### config.mk
export PLATFORM = sky130hd
export DESIGN_NAME = crcpo_front
export DESIGN_NICKNAME = d
export VERILOG_FILES = /design/src/rtl/crcpo_front.sv
export SDC_FILE = /design/constraint.sdc
export NUM_CORES = 1
export LEC_CHECK = 0
export BUFFER_PORTS_ARGS = -buffer_cell sky130_fd_sc_hd__buf_2
export CAP_MARGIN = 20
export CORE_ASPECT_RATIO = 2
export CORE_MARGIN = 4
export CORE_UTILIZATION = 25
export DETAILED_ROUTE_END_ITERATION = 12
export PLACE_DENSITY_LB_ADDON = 0.05
export RECOVER_POWER = 25
export SYNTH_ARGS = -nofsm -noshare
export SYNTH_HDL_FRONTEND = slang
export SYNTH_SLANG_ARGS = --single-unit
### constraint.sdc
create_clock -name clk -period 19.52 [get_ports clk]
set_input_delay 5.856 -clock clk [delete_from_list [all_inputs] [get_ports clk]]
set_output_delay 5.856 -clock clk [all_outputs]
set_load 0.01 [all_outputs]
### src/rtl/crcpo_front.sv
// front stage: rectangle edges, closest point and the coarse range check
module crcpo_front #(
  parameter int C = 24
) (
  input  logic                clk,
  input  logic                rst_n,
  input  logic                load,
  input  logic                adv,
  input  logic [C-1:0]        center_x,
  input  logic [C-1:0]        center_y,
  input  logic [C-2:0]        radius,
  input  logic [C-1:0]        rect_left,
  input  logic [C-1:0]        rect_top,
  input  logic [C-2:0]        rect_width,
  input  logic [C-2:0]        rect_height,
  output logic                valid,
  output logic signed [C-1:0] cx,
  output logic signed [C-1:0] cy,
  output logic [C-2:0]        r,
  output logic signed [C-1:0] left,
  output logic signed [C-1:0] top,
  output logic signed [C:0]   right,
  output logic signed [C:0]   bottom,
  output logic signed [C:0]   px,
  output logic signed [C:0]   py,
  output logic [C-2:0]        adx,
  output logic [C-2:0]        ady,
  output logic                sdx,
  output logic                sdy,
  output logic                inr
);

  logic               v_r, v_nxt;
  logic signed [C:0]  lefte, tope, righte, bottome, cxe, cye, pxc, pyc;
  logic signed [C+1:0] dx, dy;
  logic [C+1:0]       adxw, adyw;
  logic               inr_c;

  assign valid = v_r;

  always_comb begin
    lefte   = {rect_left[C-1], rect_left};
    tope    = {rect_top[C-1], rect_top};
    cxe     = {center_x[C-1], center_x};
    cye     = {center_y[C-1], center_y};
    righte  = lefte + $signed({2'b00, rect_width});
    bottome = tope + $signed({2'b00, rect_height});
    if (cxe < lefte) begin
      pxc = lefte;
    end else if (cxe > righte) begin
      pxc = righte;
    end else begin
      pxc = cxe;
    end
    if (cye < tope) begin
      pyc = tope;
    end else if (cye > bottome) begin
      pyc = bottome;
    end else begin
      pyc = cye;
    end
    dx    = {cxe[C], cxe} - {pxc[C], pxc};
    dy    = {cye[C], cye} - {pyc[C], pyc};
    adxw  = dx[C+1] ? $unsigned(-dx) : $unsigned(dx);
    adyw  = dy[C+1] ? $unsigned(-dy) : $unsigned(dy);
    inr_c = (adxw < {3'b000, radius}) && (adyw < {3'b000, radius});
    v_nxt = load || (v_r && !adv);
  end

  always_ff @(posedge clk) begin
    if (!rst_n) begin
      v_r <= 1'b0;
    end else begin
      v_r <= v_nxt;
    end
  end

  always_ff @(posedge clk) begin
    if (load) begin
      cx     <= $signed(center_x);
      cy     <= $signed(center_y);
      r      <= radius;
      left   <= $signed(rect_left);
      top    <= $signed(rect_top);
      right  <= righte;
      bottom <= bottome;
      px     <= pxc;
      py     <= pyc;
      // only meaningful when in range, where it is below the radius
      adx    <= adxw[C-2:0];
      ady    <= adyw[C-2:0];
      sdx    <= dx[C+1];
      sdy    <= dy[C+1];
      inr    <= inr_c;
    end
  end

endmodule

Word-level counts from Yosys, hierarchy flattened

Index checks and enable logic that the tools add are counted.

Div/mod/pow operators: 0
Bitwise logic cells: 0
$mul: 0
Mux-type cells: 6
Shift operators: 0
Equality and inequality tests: 0
Add/subtract/negate cells: 6
$lt $le $gt $ge: 6
Reduce and logical (&&, ||, !) cells: 4

Operator list:

| kind                                  | count |
|---|---|
| two-way mux 25 bit                    | 4 |
| less-than comparator 26 x 23 -> 1 bit | 2 |
| two-way mux 26 bit                    | 2 |
| negator 26 bit                        | 2 |
| subtractor 24 x 25 -> 26 bit          | 2 |
| adder 24 x 24 -> 25 bit               | 2 |
| > comparator 24 x 25 -> 1 bit         | 2 |
| less-than comparator 24 bit           | 2 |
| logical AND 1 bit                     | 2 |
| zero test 1 bit                       | 1 |
| logical OR 1 bit                      | 1 |

Memories kept: 0
Bits in read-only memories: 0
Word-level logic and storage cells: 37
Memory bits (writable): 0
Latch bits: 0
Register bits after elaboration: 269

Logic depth before layout (Yosys ltp)

Word-level depth: 9
Depth in mapped cells: 62
Gate-level depth less buffers: 58

Least setup slack after synthesis

No wires, ideal clock.

Path type: in2reg
From: in rect_top[1]
To: reg inr (data pin)
Arrival: 16.117 ns
Setup slack: 3.234 ns
Stages: 55
Setup time: 0.170 ns
Cell sequence: ha_1 a21o_1 a21oi_1 o21bai_1 a21oi_1 o21bai_1 nor2b_1 o31a_1 o41a_1 a211o_1 a31oi_1 o21ai_0 o21a_1 nor2_1 xnor2_1 ha_1 o21ai_0 o21a_1 [... 19 more ...] clkbuf_1 nand2_1 o21ai_0 ha_1 a21boi_0 o21a_1 o21a_1 o21a_1 o21a_1 o21a_1 o21a_1 o21ai_0 a21oi_1 a2111oi_0 o21ai_0 nand2_1 nand4_1 nor4_2

Elaborated cells on any way between the ends: 10
Those cells by class: add/sub: 3; order compare: 3; mux: 3; reduce/logical: 1

RTL lines:

| item                                      | RTL line | text |
|---|---|---|
| from (decl)                               | 13       | `input logic [C-1:0] rect_top,` |
| adder 24 x 24 -> 25 bit                   | 47       | `bottome = tope + $signed({2'b00, rect_height});` |
| > comparator 24 x 25 -> 1 bit             | 57       | `end else if (cye > bottome) begin` |
| two-way mux 25 bit                        | 57       |  |
| two-way mux 25 bit (*)                    | 55       | `if (cye < tope) begin` |
| subtractor 24 x 25 -> 26 bit (*)          | 63       | `dy = {cye[C], cye} - {pyc[C], pyc};` |
| via dy[25]                                | 35       | `logic signed [C+1:0] dx, dy;` |
| two-way mux 26 bit (*)                    | 65       | `adyw = dy[C+1] ? $unsigned(-dy) : $unsigned(dy);` |
| via adyw[1]                               | 36       | `logic [C+1:0] adxw, adyw;` |
| less-than comparator 26 x 23 -> 1 bit (*) | 66       | `inr_c = (adxw < {3'b000, radius}) && (adyw < {3'b000, radius});` |
| logical AND 1 bit (*)                     | 66       |  |
| via inr_c                                 | 37       | `logic inr_c;` |
| to (signal assigned)                      | 94       | `inr <= inr_c;` |
| to (decl)                                 | 30       | `output logic inr` |

The timed path passes the listed nets; every way through them passes the cells marked *.
A chain may end at the register's enable or synchronous reset.

Final worst setup path

From: in rect_top[0]
To: reg inr (data pin)

Word-level cells in the longest chain between the ends: 9
Elaborated cells on any way between the ends: 10
Those cells by class: add/sub: 3; order compare: 3; mux: 3; reduce/logical: 1

Ends and longest elaborated chain:

| item                                      | RTL line | text |
|---|---|---|
| adder 24 x 24 -> 25 bit (*)               | 47       |  |
| via bottome[24]                           | 34       | `logic signed [C:0] lefte, tope, righte, bottome, cxe, cye, pxc, pyc;` |
| > comparator 24 x 25 -> 1 bit             | 57       |  |
| two-way mux 25 bit (*)                    | 57       |  |
| two-way mux 25 bit (*)                    | 55       |  |
| subtractor 24 x 25 -> 26 bit (*)          | 63       |  |
| negator 26 bit                            | 65       |  |
| two-way mux 26 bit (*)                    | 65       |  |
| via adyw[1]                               | 36       |  |
| less-than comparator 26 x 23 -> 1 bit (*) | 66       |  |
| logical AND 1 bit (*)                     | 66       |  |
| via inr_c                                 | 37       |  |

Marks and branches as above.

==> run summary <==
FINISH
---------------------------------------------------------------------------------------
Net count of the finished layout                                                  2,645
Share of final-layout standard cells stronger than drive strength 1               0.193
P&R area growth vs syn                                                            23.7%

TIMING
---------------------------------------------------------------------------------------
Tmin final                                                                     18.02 ns
Smallest hold slack                                                            0.590 ns
Clock tree skew after final layout                                                 0 ns
Maximum operating frequency                                                    55.5 MHz
Final-layout setup total negative slack                                            0 ns
Final Setup Violations                                                                0
Setup repair after global routing missed its margin                               false
Final Max Tran Viols                                                                 93
Setup WS post-layout                                                            1.50 ns
Slew @ Worst Pin                                                                5.36 ns
Share of the clock period used by the worst path                                  0.923
Worst slew margin relative to its limit                                           -2.58
Final Hold Vio Count                                                                  0

FLOORPLANNING
---------------------------------------------------------------------------------------
Die width                                                                        200 µm
Core region area                                                             73,000 µm²
Boundary pin count                                                                  438
Cell Rows                                                                           140
Effective utilization at floorplan                                                0.253
Die Area                                                                     78,500 µm²
Vertical die dimension                                                           392 µm

CLOCK TREE
---------------------------------------------------------------------------------------
Clock latency on the worst-skew pair                                            0.63 ns
Hold-fix buffer count after cts                                                       0
Resize count post-CTS                                                                 0
H-Tree Depth                                                                          1
Cell at the root of the clock tree                                            clkbuf_16
Clock-pin slew on the worst setup and hold paths                                0.07 ns
CTS max path bufs                                                                     3
Clock tree from TritonCTS                                                          done
Clock tree sinks                                                                    269
Number of buffers created by CTS                                                     30
Buffers inserted during post-CTS setup optimization                                   0

POWER AND IR DROP
---------------------------------------------------------------------------------------
Max VDD drop                                                                  0.0732 mV
Total design power                                                              2.82 mW
P per Cell Area                                                              123 nW/µm²
Static power due to leakage                                                     10.0 nW

WORST HOLD PATH
---------------------------------------------------------------------------------------
Tightest Hold Check Type                                                   flip-flop to flip-flop
Number of instances on the worst hold path                                            2

CRITICAL PATH
---------------------------------------------------------------------------------------
Crit path DAT                                                                  18.45 ns
Worst Setup End Kind                                                          flip-flop
Critical path type                                                         primary input to flip-flop
Most used cell, CP                                                              o21ai_0
Delay of the slowest cell on the worst path                                     0.52 ns
Maximum fanout count along the critical path                                         10
Worst-case reg-to-reg path depth                                                      2
Crit path launch type                                                      primary input
Required @ worst endpoint                                                      19.95 ns
Cell with the biggest individual delay on the critical path                    a211oi_1

SYNTHESIS
---------------------------------------------------------------------------------------
Count of flip-flops with a built-in enable after synthesis                          268
Top FF cell, synth                                                             edfxtp_1
Mean instance size in the synthesized netlist                                  10.4 µm²
Ys Warns                                                                              0
Post-synth design cell area                                                  18,500 µm²
Count of mapped cells out of synthesis                                            1,775
Post-synthesis async set-or-reset flop share                                          0
Seq/Total Area, Yosys                                                             0.437
Synth cell types                                                                     83
Syn nets                                                                          2,185
Number of synthesized register bits                                                 269

PLACE
---------------------------------------------------------------------------------------
Worst Setup Slack post-DPL                                                     0.596 ns
IO Port Bufs                                                                        437
Routability Congestion                                                            0.821
HPWL after detailed placement                                                 56,100 µm

ROUTE
---------------------------------------------------------------------------------------
Detailed-route via count                                                         15,100
Number of optimization iterations in the first detailed-route pass                    4
Number of remaining DRC errors                                                        0
Wire length per cell after detailed routing                                     21.4 µm
Average vias per placed instance                                                   4.75
Number of violations reported at the end of detailed-routing iteration 0            446
Post-detailed-routing wire length                                             68,100 µm
Remaining antenna violation count after routing                                       0

OUTCOME
---------------------------------------------------------------------------------------
Failing checks                                                             capacitance limit, slew limit
Outcome                                                                    finished with violations

GLOBAL ROUTE
---------------------------------------------------------------------------------------
Vias in the first global route                                                   16,200
Total overflow reported by the global router                                          0
Initial antenna violation count                                                       3
Global-route wire length before repair                                       101,000 µm
Pin count of the biggest net entering global routing                                 93
Total track usage                                                                 0.168

FLOW RUN
---------------------------------------------------------------------------------------
# Max-Cap Violations                                                                  1

## final timing paths
path                from    end  slack, ns
max          rect_top[0]    inr       1.50
min                valid  valid       0.59
max reg2reg        valid  valid      18.83
min reg2reg        valid  valid       0.59
## per-layer routing
metal	part of all wire	vias up	global-route usage
met5	0.00029	-	0
met4	0.045	4	0.0709
met3	0.064	90	0.0402
met2	0.53	456	0.325
met1	0.36	7108	0.170
li1	-	7469	-
## cell usage in the layout, fill, tap and decap left out, types with 32 or more instances in the layout
master and count:
buf_2 321, inv_1 177, xnor2_1 81, nand2_1 91
a21o_1 67, o21ai_0 95, ha_1 237, o21a_1 35
edfxtp_1 268, clkbuf_1 118, nand3_1 32, nor2_1 134
a21oi_1 135, xor2_1 34
## Yosys cell counts, types with 10 or more instances
cell type	number	area (µm²)
nand2_1	91	342
clkbuf_1	25	93.8
nor3_1	31	155
o21a_1	35	263
nor2_1	135	507
o21ai_0	95	475
edfxtp_1	268	8050
inv_1	177	664
a21o_1	67	503
nand2b_1	21	131
nor2b_1	31	194
ha_1	237	2970
a31oi_1	16	100
a21oi_1	135	676
mux2i_1	24	240
or3_1	10	62.6
xnor2_1	81	709
xor2_1	34	298
o21bai_1	15	113
and3_1	14	87.6
a211oi_1	22	165
nand4_1	23	144
nand3_1	32	160
## state kept, by name (all words and copies together) (netlist names)
signal  count
ady        23
py         25
sdy         1
cy         24
r          23
sdx         1
left       24
px         25
bottom     25
valid       1
inr         1
top        24
adx        23
right      25
cx         24
## layout make-up
type	instances	area (µm²)
Clock buffer	32	758
Multi-Input combinational cell	1298	9650
Fill cell	7679	50200
Inverter	179	672
Clock inverter	24	349
Sequential cell	269	8070
Timing Repair Buffer	457	2190
Antenna cell	1	2.50
Tap cell	923	1150
## power by group
group          switching [mW]  internal, mW  total [mW]
sequential             0.0323         0.796       0.829
combinational           0.814         0.513        1.33
clock                   0.273         0.388       0.661
## cell families after synthesis
group | share of synthesized area
buffers and inverters | 0.0424
adder cells (fa/ha/maj) | 0.165
AND/OR/NAND/NOR | 0.116
XOR/XNOR | 0.0546
multiplexers | 0.0167
flip-flops | 0.437
AO/OA/AOI/OAI | 0.169
## worst max-delay path: cells and delay by family
family | cells | cell delay [ns]
AOI/OAI and AO/OA | 35 | 8.34
adders and majority gates | 5 | 1.51
buffers and inverters | 5 | 0.79
muxes | 1 | 0.18
and+or+nand+nor | 10 | 1.72
## per-stage QoR
step / instance area [µm²] / utilization / instances
CTS: 23000 / 0.315 / 3182
global route: 22800 / 0.313 / 3182
global placement: 21900 / 0.300 / 3126
detailed placement: 21900 / 0.300 / 3126
floorplan: 18500 / - / 1775
finish: 22800 / 0.313 / 3183
Power figures use the tool's default switching activity.
