`config.mk`:
```
export PLATFORM = sky130hd
export DESIGN_NAME = crcpo_fifo
export DESIGN_NICKNAME = d
export VERILOG_FILES = /design/src/rtl/crcpo_pkg.sv /design/src/rtl/crcpo_fifo.sv
export SDC_FILE = /design/constraint.sdc
export NUM_CORES = 1
export LEC_CHECK = 0
export ABC_CLOCK_PERIOD_IN_PS = 1300
export BUFFER_PORTS_ARGS = -buffer_cell sky130_fd_sc_hd__buf_2
export CAP_MARGIN = 20
export CORE_MARGIN = 8
export CORE_UTILIZATION = 44
export CTS_CLUSTER_SIZE = 12
export DETAILED_ROUTE_END_ITERATION = 12
export HOLD_SLACK_MARGIN = 0.08
export PLACE_DENSITY_LB_ADDON = 0.05
export SYNTH_ARGS = -nofsm -noshare
export SYNTH_HDL_FRONTEND = slang
export SYNTH_SLANG_ARGS = --single-unit
export TNS_END_PERCENT = 20
```
`constraint.sdc`:
```
create_clock -name clk -period 1.3 [get_ports clk]
set_input_delay 0.26 -clock clk [delete_from_list [all_inputs] [get_ports clk]]
set_output_delay 0.26 -clock clk [all_outputs]
set_load 0.1 [all_outputs]
```
`src/rtl/crcpo_pkg.sv`:
```
// shared types and constants for the circle versus rectangle push-out block
package crcpo_pkg;

  // the near threshold is 0.0001 = 1 / NEAR_DEN in squared coordinate units
  localparam longint unsigned NEAR_DEN = 64'd10000;

  // depth of the queues between the front, the back and the result port
  localparam int QDEPTH = 2;

  typedef struct packed {
    logic full;
    logic empty;
  } fifo_stat_t;

endpackage

```
`src/rtl/crcpo_fifo.sv`:
```
// small register queue used between the front, the back and the result port
module crcpo_fifo #(
  parameter int WIDTH = 8,
  parameter int DEPTH = 2
) (
  input  logic                 clk,
  input  logic                 rst_n,
  input  logic                 push,
  input  logic                 pop,
  input  logic [WIDTH-1:0]     din,
  output logic [WIDTH-1:0]     dout,
  output crcpo_pkg::fifo_stat_t stat
);

  localparam int AW = (DEPTH > 1) ? $clog2(DEPTH) : 1;
  localparam int CW = $clog2(DEPTH + 1);

  logic [WIDTH-1:0] ent_r [0:DEPTH-1];
  logic [AW-1:0]    wr_ptr_r, wr_ptr_nxt;
  logic [AW-1:0]    rd_ptr_r, rd_ptr_nxt;
  logic [CW-1:0]    cnt_r, cnt_nxt;
  logic             do_push, do_pop;

  assign stat.full  = (cnt_r == CW'(DEPTH));
  assign stat.empty = (cnt_r == '0);
  assign do_push    = push && !stat.full;
  assign do_pop     = pop && !stat.empty;
  assign dout       = ent_r[rd_ptr_r];

  always_comb begin
    wr_ptr_nxt = wr_ptr_r;
    rd_ptr_nxt = rd_ptr_r;
    cnt_nxt    = cnt_r;
    if (do_push) begin
      wr_ptr_nxt = (wr_ptr_r == AW'(DEPTH - 1)) ? '0 : wr_ptr_r + AW'(1);
    end
    if (do_pop) begin
      rd_ptr_nxt = (rd_ptr_r == AW'(DEPTH - 1)) ? '0 : rd_ptr_r + AW'(1);
    end
    if (do_push && !do_pop) begin
      cnt_nxt = cnt_r + CW'(1);
    end else if (do_pop && !do_push) begin
      cnt_nxt = cnt_r - CW'(1);
    end
  end

  always_ff @(posedge clk) begin
    if (!rst_n) begin
      wr_ptr_r <= '0;
      rd_ptr_r <= '0;
      cnt_r    <= '0;
    end else begin
      wr_ptr_r <= wr_ptr_nxt;
      rd_ptr_r <= rd_ptr_nxt;
      cnt_r    <= cnt_nxt;
    end
  end

  always_ff @(posedge clk) begin
    if (do_push) begin
      ent_r[wr_ptr_r] <= din;
    end
  end

endmodule

```
-- Word-level counts from Yosys, hierarchy flattened
Memory sizes are Yosys's and may differ from the RTL's. A register that Yosys moved wholly into a read port is not among the register bits.
Cells that the tools add are included.
- eq/ne operators: 1
- muxes and demuxes: 8
- reductions and logical operators: 10
- add/sub/neg operators: 4
- operators with widths (kind ; count):
    $mux 1 ; 6
    $logic_and 1x1->1 ; 4
    $logic_not 1->1 ; 4
    $mux 2 ; 2
    $add 1x1->1 const B ; 2
    $add 2x1->2 const B ; 1
    $eq 2x2->1 const B ; 1
    $logic_not 2->1 ; 1
    $reduce_bool 2->1 ; 1
    $sub 2x1->2 const B ; 1
- output and inout port bits: 10
- word-level logic and storage cells: 27
- memories kept: 1
- bits in registers: 4
- memory bits (writable): 16
- input bits: 12
- memories (memory ; words ; bits a word ; read ports ; clocked after memory_dff ; wr ports ; RTL line ; RTL):
    ent_r ; 2 ; 8 ; 1 ; 1 ; 1 ; crcpo_fifo.sv:18 ; logic [WIDTH-1:0] ent_r [0:DEPTH-1];

-- Longest topological paths before layout
Gate-level depths: netlist (run 1).
- word-level depth: 7
- depth in mapped cells: 7
- gate-level depth less buffers: 7

-- Least setup slack after synthesis (run 1)
Ideal clock, no wire load.
- path type: reg2out
- start point: register cnt_r[0]
- end point: output stat[0] (netlist bit)
- arrival: 1594 ps
- required time: 1040 ps
- buffers on the path: 0
- cell stages (with the launch flop): 2
- slack: -554 ps
- cell sequence: dfxtp_1 -> nor2_1
- RTL lines (item ; RTL line ; RTL):
    start: declaration ; crcpo_fifo.sv:21 ; logic [CW-1:0] cnt_r, cnt_nxt;
    start signal: assignment ; crcpo_fifo.sv:55 ; cnt_r <= cnt_nxt;
    end: declaration ; crcpo_fifo.sv:12 ; output crcpo_pkg::fifo_stat_t stat

==> flow_summary.json, run 1 <==
{
  "status": "finished, violations left",
  "violations": "setup timing",
  "clock_path_buffers": 2,
  "intPower_mw": 1.93,
  "hold_buffers": 0,
  "hold_class": "input port to flop",
  "pwr-share-comb_pct": 64.0,
  "syn_nets": 63,
  "ys_ff_latch": 21,
  "p_leak_nw": 0.543,
  "dp_hpwl_um": 1060,
  "overflow": 0,
  "fin_setup_tns_ns": -2.23,
  "cts_root_buffer": "clkbuf_4",
  "ys_top_cells_by_area": "edfxtp_1, dfxtp_1, mux2_2, and2_1, xnor2_1",
  "pin_count": 22,
  "cp_max_fo": 6,
  "cp.required_ns": 1.04,
  "grt_max_degree": 12,
  "cts_setup_buffers": 0,
  "drtIter0Drc": 10,
  "dp_slack_ns": -0.135,
  "worst_pin_slew_ns": 0.269,
  "die_height_um": 58.9,
  "drive_gt1_share_pct": 63.6,
  "hold_viol": 0,
  "rsz0062_at_grt": "yes",
  "synth_warnings": 0,
  "p_per_area_nw_per_um2": 2620,
  "fin_util_pct": 76.9,
  "dr_total_vias": 540,
  "setup_viol": 11,
  "post-route-min-period_ns": 1.53,
  "synthesis.area_sq_um": 810,
  "grt_pass1_wl_um": 2820,
  "clkSinkCount": 21,
  "clockPowerShare_pct": 8.9,
  "final_net_count": 102,
  "drt_first_pass_iters": 4,
  "place_area_sq_um": 1110,
  "initial_core_util_pct": 46.9,
  "slew_headroom_pct": 81.9,
  "antenna_found_initial": 0,
  "numPortBuffers": 21,
  "seq_power_share_pct": 27.2,
  "ys_seq_area_share_pct": 71.7,
  "swShare_pct": 44.5,
  "clk_pin_slew_ns": 0.11,
  "finalMaxSlewViolations": 0,
  "cts_tree": "done",
  "rows": 15,
  "synth_top_area_share_pct": 59.4,
  "vias_per_cell": 4.78,
  "die_area_sq_um": 3470,
  "cts_buffers": 3,
  "max_freq_ghz": 0.652,
  "dp_cells": 109,
  "remaining_drc_errors": 0,
  "fillCellCount": 110,
  "ant_nets": 0,
  "diodes": 0,
  "fin_skew_ns": 0.00319,
  "cap_violations": 0,
  "core-area_sq_um": 1730,
  "synth.largest_area_cell": "edfxtp_1",
  "grt_pass1_vias": 612,
  "end_kind": "output pin",
  "p_total_mw": 3.47,
  "multi_input_area_sq_um": 288,
  "register_area_sq_um": 587,
  "die-width_um": 58.9,
  "avgSynthCellArea_sq_um": 16.2,
  "synth.distinct_cells": 20,
  "arrival_ns": 1.27,
  "synthCells": 50,
  "worst_hold_slack_ns": 0.146,
  "fin_cells": 113,
  "p_sw_mw": 1.55,
  "final_cell_area_sq_um": 1330,
  "irDropWorstVdd_mv": 1.84,
  "routed_wl_um": 1660,
  "clk_latency_ns": 0.30,
  "track_usage_pct": 10.8,
  "wire_per_inst_um": 14.7,
  "crit_type": "flop to output pin",
  "worst_setup_path_start_kind": "flop",
  "gp_congestion": 0.653,
  "htree_levels": 1,
  "syn_to_final_growth_pct": 64.0,
  "setup_slack_ns": -0.234,
  "fin_crit_sh_pct": 118
}
[layer usage]
metal | vias up | part of all wire, % | global-route usage [%]
li1 | 258 | - | -
met1 | 261 | 41 | 11.8
met2 | 17 | 51 | 18.7
met3 | 4 | 6.1 | 3.70
met4 | 0 | 1.1 | 4.10
met5 | - | 0 | 0
[power groups by stage]
stage / combinational, mW / sequential, mW / clock, mW
finish: 2.22 / 0.944 / 0.308
CTS: 2.20 / 0.937 / 0.310
detailed placement: 1.77 / 0.942 / 0
floorplan: 1.28 / 0.939 / 0
global placement: 1.76 / 0.941 / 0
global route: 2.31 / 0.960 / 0.334
[logic make-up after synthesis]
logic type | count (synthesis) | share of synthesized area (%)
compound gates | 5 | 4.02
xor+xnor | 3 | 3.25
fa+ha+maj | 1 | 1.55
buf+inv | 3 | 1.54
flops | 21 | 71.7
mux | 8 | 11.1
simple gates | 9 | 6.80
[Yosys cell counts (all sizes together)]
cell type	count
a21boi	2
and2	3
and3	1
buf	1
dfxtp	5
edfxtp	16
ha	1
inv	2
mux2	8
nand2b	1
nor2	2
nor3	1
o21a	1
o21ai	2
or3	1
xnor2	2
xor2	1
[sequential cells by signal (all words and copies together) (netlist names), named ones only]
name and flops:
cnt_r 2, ent_r 16, rd_ptr_r 1, wr_ptr_r 1
[path summary, 6_finish.rpt]
kind,startpoint,slack [ns],cells after the start,end
worst max-delay path,flop,-0.23,3,dout[0]
worst max register to register,cnt_r[0],-0.17,7,cnt_r[1]
worst min-delay path,din[0],0.15,1,ent_r[0][0]
worst min register to register,cnt_r[1],0.55,2,cnt_r[1]
[cells in the final DEF (no fill, tap or decap), drive strengths merged]
cell | synthesis | final
a21boi | 2 | 2
and2 | 3 | 3
and3 | 1 | 1
buf | 1 | 35
clkbuf | 0 | 4
dfxtp | 5 | 5
edfxtp | 16 | 16
ha | 1 | 1
inv | 2 | 2
mux2 | 8 | 8
nand2b | 1 | 1
nor2 | 2 | 2
nor3 | 1 | 1
o21a | 1 | 1
o21ai | 2 | 2
or3 | 1 | 1
xnor2 | 2 | 2
xor2 | 1 | 1
[critical path, stage by stage, from the launching register on]
cell	delay (ns)
dfxtp_2	0.35
buf_6	0.14
mux2_4	0.32
buf_12	0.17
[area by class of cell]
cell class,instances,area share [%]
flip-flops and latches,21,44.2
repair buffers,35,28.3
multi-input cells,26,21.7
well taps,25,2.36
clock buffers,4,1.98
inverters,2,1.51
[timing repair]
item,CTS,global route
pin swaps,0,0
endpoints found under the setup margin,20,24
resized for setup,46,2
Note: power is estimated with default switching activity, not from simulation.
==> run 2, diff against run 1 <==
CORE_UTILIZATION = 30   (was 44)
==> flow_summary.json, run 2 (synthesis gave the netlist of run 1 again) <==
{
  "cp_max_fo": 3,
  "clk_pin_slew_ns": 0.11,
  "p_leak_nw": 0.543,
  "post-route-min-period_ns": 1.52,
  "end_kind": "output pin",
  "ant_nets": 0,
  "initial_core_util_pct": 30.4,
  "drtIter0Drc": 0,
  "rsz0062_at_grt": "yes",
  "track_usage_pct": 6.94,
  "cts_root_buffer": "clkbuf_4",
  "fin_cells": 119,
  "crit_slowest_cell": "dfxtp_2",
  "wire_per_inst_um": 12.3,
  "r2r-start": "cnt_r[0]",
  "crit_type": "flop to output pin",
  "worst_pin_slew_ns": 0.198,
  "dp_hpwl_um": 1200,
  "fin_util_pct": 50.1,
  "reg_top3": "ent_r (16), cnt_r (2)",
  "fin_crit_sh_pct": 117,
  "r2r.worst_path.cells": 7,
  "largest_reg_flops": 16,
  "cp_cell_sequence": "buf_4 > mux2_4 > buf_12",
  "numPortBuffers": 21,
  "antenna_found_initial": 0,
  "top_register": "ent_r",
  "dr_total_vias": 520,
  "worst_setup_path_start_kind": "flop",
  "cts_buffers": 3,
  "die-width_um": 67.9,
  "r2r-end": "cnt_r[1]",
  "remaining_drc_errors": 0,
  "clock_path_buffers": 2,
  "hold_viol": 0,
  "diodes": 0,
  "cp.required_ns": 1.04,
  "crit_buf_inv": 2,
  "cp_top_family": "flip-flops",
  "clkSinkCount": 21,
  "layout_commonest_cell": "edfxtp_1",
  "fin_skew_ns": 0.00727,
  "hold_class": "input port to flop",
  "syn_to_final_growth_pct": 64.8,
  "violations": "setup timing",
  "die_area_sq_um": 4620,
  "clk_latency_ns": 0.29,
  "drive_gt1_share_pct": 63.6,
  "routed_wl_um": 1470,
  "cap_violations": 0,
  "cts_tree": "done",
  "dp_cells": 115,
  "die_height_um": 67.9,
  "p_per_area_nw_per_um2": 2570,
  "hold_depth": 1,
  "htree_levels": 1,
  "rrSetupSlack_ns": -0.16,
  "pin_count": 22,
  "grt_pass1_wl_um": 2370,
  "gp_congestion": 0.750,
  "arrival_ns": 1.26,
  "overflow": 0,
  "max_freq_ghz": 0.656,
  "core-area_sq_um": 2660,
  "setup_viol": 11,
  "drt_first_pass_iters": 1,
  "cts_setup_buffers": 0,
  "rows": 19,
  "final_net_count": 102,
  "grt_pass1_vias": 544,
  "slew_headroom_pct": 86.7,
  "ctsResizeCount": 33,
  "mostFrequentLayoutCells": "edfxtp_1, buf_2, buf_12, buf_4, mux2_4",
  "vias_per_cell": 4.37,
  "hold_buffers": 0,
  "irDropWorstVdd_mv": 1.67,
  "status": "finished, violations left",
  "finalMaxSlewViolations": 0,
  "setup_slack_ns": -0.224,
  "max_stage_delay_ns": 0.35,
  "grt_max_degree": 12,
  "fillCellCount": 240,
  "min_to": "ent_r[1][4]",
  "hold_start": "din[4]"
}
==> run 2: cell counts in the layout (fill, tap and decap cells not counted) <==
No cell type changed its count.
==> run 2: through the flow <==
stage / setup WS, ns / cell area (sq um) / total power, mW / TNS, ns / hold slack [ns]
CTS: -0.248 / 1320 / 3.44 / -2.31 / 0.130
global route: -0.293 / 1330 / 3.60 / -3.13 / 0.122
floorplan: -0.211 / 847 / 2.22 / -0.996 / 0.359
finish: -0.224 / 1330 / 3.43 / -2.04 / 0.147
detailed placement: -0.147 / 1170 / 2.83 / -0.345 / 0.451
global placement: -0.119 / 1170 / 2.83 / -0.364 / 0.449
==> run 2: power by group <==
group / total [mW] / switching [mW] / internal [mW]
Sequential: 0.944 / 0.0742 / 0.869
Combinational: 2.19 / 1.26 / 0.935
Clock: 0.292 / 0.173 / 0.119
==> run 2: worst max path at each step <==
| stage | startpoint | slack (ns) | to | depth (start not counted) |
|---|---|---|---|---|
| finish | flop | -0.22 | dout[0] | 3 |
| global route | flop | -0.29 | dout[0] | 3 |
| CTS | flop | -0.25 | dout[0] | 3 |
| detailed placement | cnt_r[0] | -0.15 | cnt_r[1] | 7 |
| global placement | cnt_r[0] | -0.12 | cnt_r[1] | 7 |
| floorplan | cnt_r[0] | -0.21 | cnt_r[1] | 7 |
==> run 2: layout make-up <==
| class | instances | area [sq um] | area share, % |
|---|---|---|---|
| clock buffers | 4 | 26.3 | 1.97 |
| inverters | 2 | 20.0 | 1.50 |
| repair buffers | 35 | 379 | 28.4 |
| well taps | 31 | 38.8 | 2.91 |
| multi-input cells | 26 | 283 | 21.2 |
| flip-flops and latches | 21 | 587 | 44.0 |
==> run 2: routing by layer <==
layer | global-route usage, % | up-vias | share of wire [%]
met2 | 12.7 | 11 | 56
li1 | - | 262 | -
met3 | 1.80 | 2 | 5.5
met4 | 3.84 | 0 | 0.96
met1 | 7.02 | 245 | 37
met5 | 0 | - | 0
==> run 3, diff against run 2 <==
CORE_MARGIN = not set   (was 8)
==> flow_summary.json, run 3 (synthesis gave the netlist of run 1 again) <==
{
  "max_stage_delay_ns": 0.39,
  "cts_setup_buffers": 0,
  "setup_viol": 11,
  "rsz0062_at_grt": "yes",
  "die_area_sq_um": 2910,
  "diodes": 0,
  "cap_violations": 0,
  "end_kind": "output pin",
  "remaining_drc_errors": 0,
  "antenna_found_initial": 0,
  "worst_setup_path_start_kind": "flop",
  "routed_wl_um": 1390,
  "mostFrequentLayoutCells": "edfxtp_1, buf_2, buf_12, mux2_4, buf_4",
  "slew_headroom_pct": 81.8,
  "clock_path_buffers": 2,
  "clockPowerShare_pct": 8.5,
  "grt_pass1_wl_um": 2410,
  "overflow": 0,
  "max_freq_ghz": 0.650,
  "p_leak_nw": 0.553,
  "dp_hpwl_um": 1050,
  "clk_pin_slew_ns": 0.11,
  "htree_levels": 1,
  "initial_core_util_pct": 32.1,
  "cts_root_buffer": "clkbuf_4",
  "fin_skew_ns": 0.00716,
  "clkSinkCount": 21,
  "numPortBuffers": 21,
  "cp.required_ns": 1.04,
  "finalMaxSlewViolations": 0,
  "drive_gt1_share_pct": 67.0,
  "layout_commonest_cell": "edfxtp_1",
  "ant_nets": 0,
  "wire_per_inst_um": 11.8,
  "p_sw_mw": 1.54,
  "rrSetupSlack_ns": -0.13,
  "drtIter0Drc": 2,
  "die-width_um": 53.9,
  "dr_total_vias": 520,
  "crit_slowest_cell": "dfxtp_4",
  "post-route-min-period_ns": 1.54,
  "cts_buffers": 3,
  "irDropWorstVdd_mv": 2.40,
  "violations": "setup timing",
  "core-area_sq_um": 2520,
  "gp_congestion": 0.634,
  "pwr-share-comb_pct": 64.5,
  "fin_setup_tns_ns": -2.20,
  "largest_reg_flops": 16,
  "clk_latency_ns": 0.30,
  "final_cell_area_sq_um": 1370,
  "reg_top3": "ent_r (16), cnt_r (2)",
  "p_total_mw": 3.52,
  "hold_class": "input port to flop",
  "swShare_pct": 43.7,
  "cp_cell_sequence": "buf_6 > mux2_4 > buf_12",
  "intPower_mw": 1.98,
  "crit_type": "flop to output pin",
  "die_height_um": 53.9,
  "worst_pin_slew_ns": 0.271,
  "fin_crit_sh_pct": 118,
  "vias_per_cell": 4.41,
  "rows": 18,
  "arrival_ns": 1.28,
  "place_area_sq_um": 1130,
  "drt_first_pass_iters": 2,
  "final_net_count": 102,
  "hold_viol": 0,
  "track_usage_pct": 12.3,
  "fillCellCount": 212,
  "grt_pass1_vias": 554,
  "setup_slack_ns": -0.238,
  "p_per_area_nw_per_um2": 2570,
  "grt_max_degree": 13,
  "status": "finished, violations left",
  "pin_count": 22,
  "cp_max_fo": 3,
  "top_register": "ent_r",
  "seq_power_share_pct": 27.0,
  "syn_to_final_growth_pct": 69.4,
  "cts_tree": "done"
}
-- run 3: cell types whose count changed in the layout (fill, tap and decap cells not counted) --
cell | before | now
or3_1 | 1 | 0
a21boi_2 | 0 | 1
ha_4 | 0 | 1
dfxtp_2 | 2 | 1
or3_4 | 0 | 1
buf_4 | 10 | 8
clkinv_2 | 0 | 1
clkbuf_1 | 1 | 0
a21boi_1 | 1 | 0
buf_6 | 3 | 4
dfxtp_4 | 1 | 2
buf_12 | 10 | 11
ha_2 | 1 | 0
-- run 3: area by class of cell --
| type | instances | area [sq um] | share of cell area, % |
|---|---|---|---|
| clock buffers | 3 | 22.5 | 1.64 |
| clock inverters | 1 | 5.00 | 0.365 |
| inverters | 2 | 20.0 | 1.46 |
| multi-input cells | 26 | 302 | 22.0 |
| flip-flops and latches | 21 | 589 | 43.0 |
| well taps | 30 | 37.5 | 2.74 |
| repair buffers | 35 | 395 | 28.8 |
-- run 3: what timing repair did --
action	CTS	global route
pin swaps	0	1
resized for setup	50	4
setup endpoints to repair	23	19
hold buffers	0	0
-- run 3: path summary, 6_finish.rpt --
kind                  from           to  cells after the start
hold reg to reg   cnt_r[1]     cnt_r[1]                      2
hold / removal      din[0]  ent_r[1][0]                      1
setup / recovery      flop      dout[4]                      3
setup reg to reg  cnt_r[0]     cnt_r[1]                      7
-- run 3: worst max-delay path, delay by kind of cell (launching register included) --
family | cells | cell delay [ns]
buf+inv | 2 | 0.28
flops | 1 | 0.39
mux | 1 | 0.31
-- run 3: power by group through the flow --
stage / Clock, mW / Combinational (mW) / Sequential, mW
2_1_floorplan: 0 / 1.28 / 0.939
3_3_place_gp: 0 / 1.78 / 0.944
3_5_place_dp: 0 / 1.78 / 0.945
4_1_cts: 0.314 / 2.22 / 0.949
5_1_grt: 0.348 / 2.38 / 0.964
6_report: 0.300 / 2.27 / 0.948
-- run 3: per-stage QoR --
step | hold WS [ns] | std cells | util [%] | setup slack, ns
after detailed placement | 0.454 | 114 | 44.9 | -0.155
after CTS | 0.131 | 118 | 53.5 | -0.250
after global placement | 0.450 | 114 | 44.9 | -0.106
after global routing | 0.118 | 118 | 54.4 | -0.289
final | 0.139 | 118 | 54.4 | -0.238
after floorplan | 0.359 | 50 | - | -0.211
-- run 3: per-layer routing --
metal	up-vias	wire length, um	share of wire, %	track usage, %
met3	2	65	4.7	4.52
met4	0	14	1.0	3.95
li1	258	-	-	-
met1	245	589	42	13.8
met2	15	722	52	21.4
met5	-	0	0	0
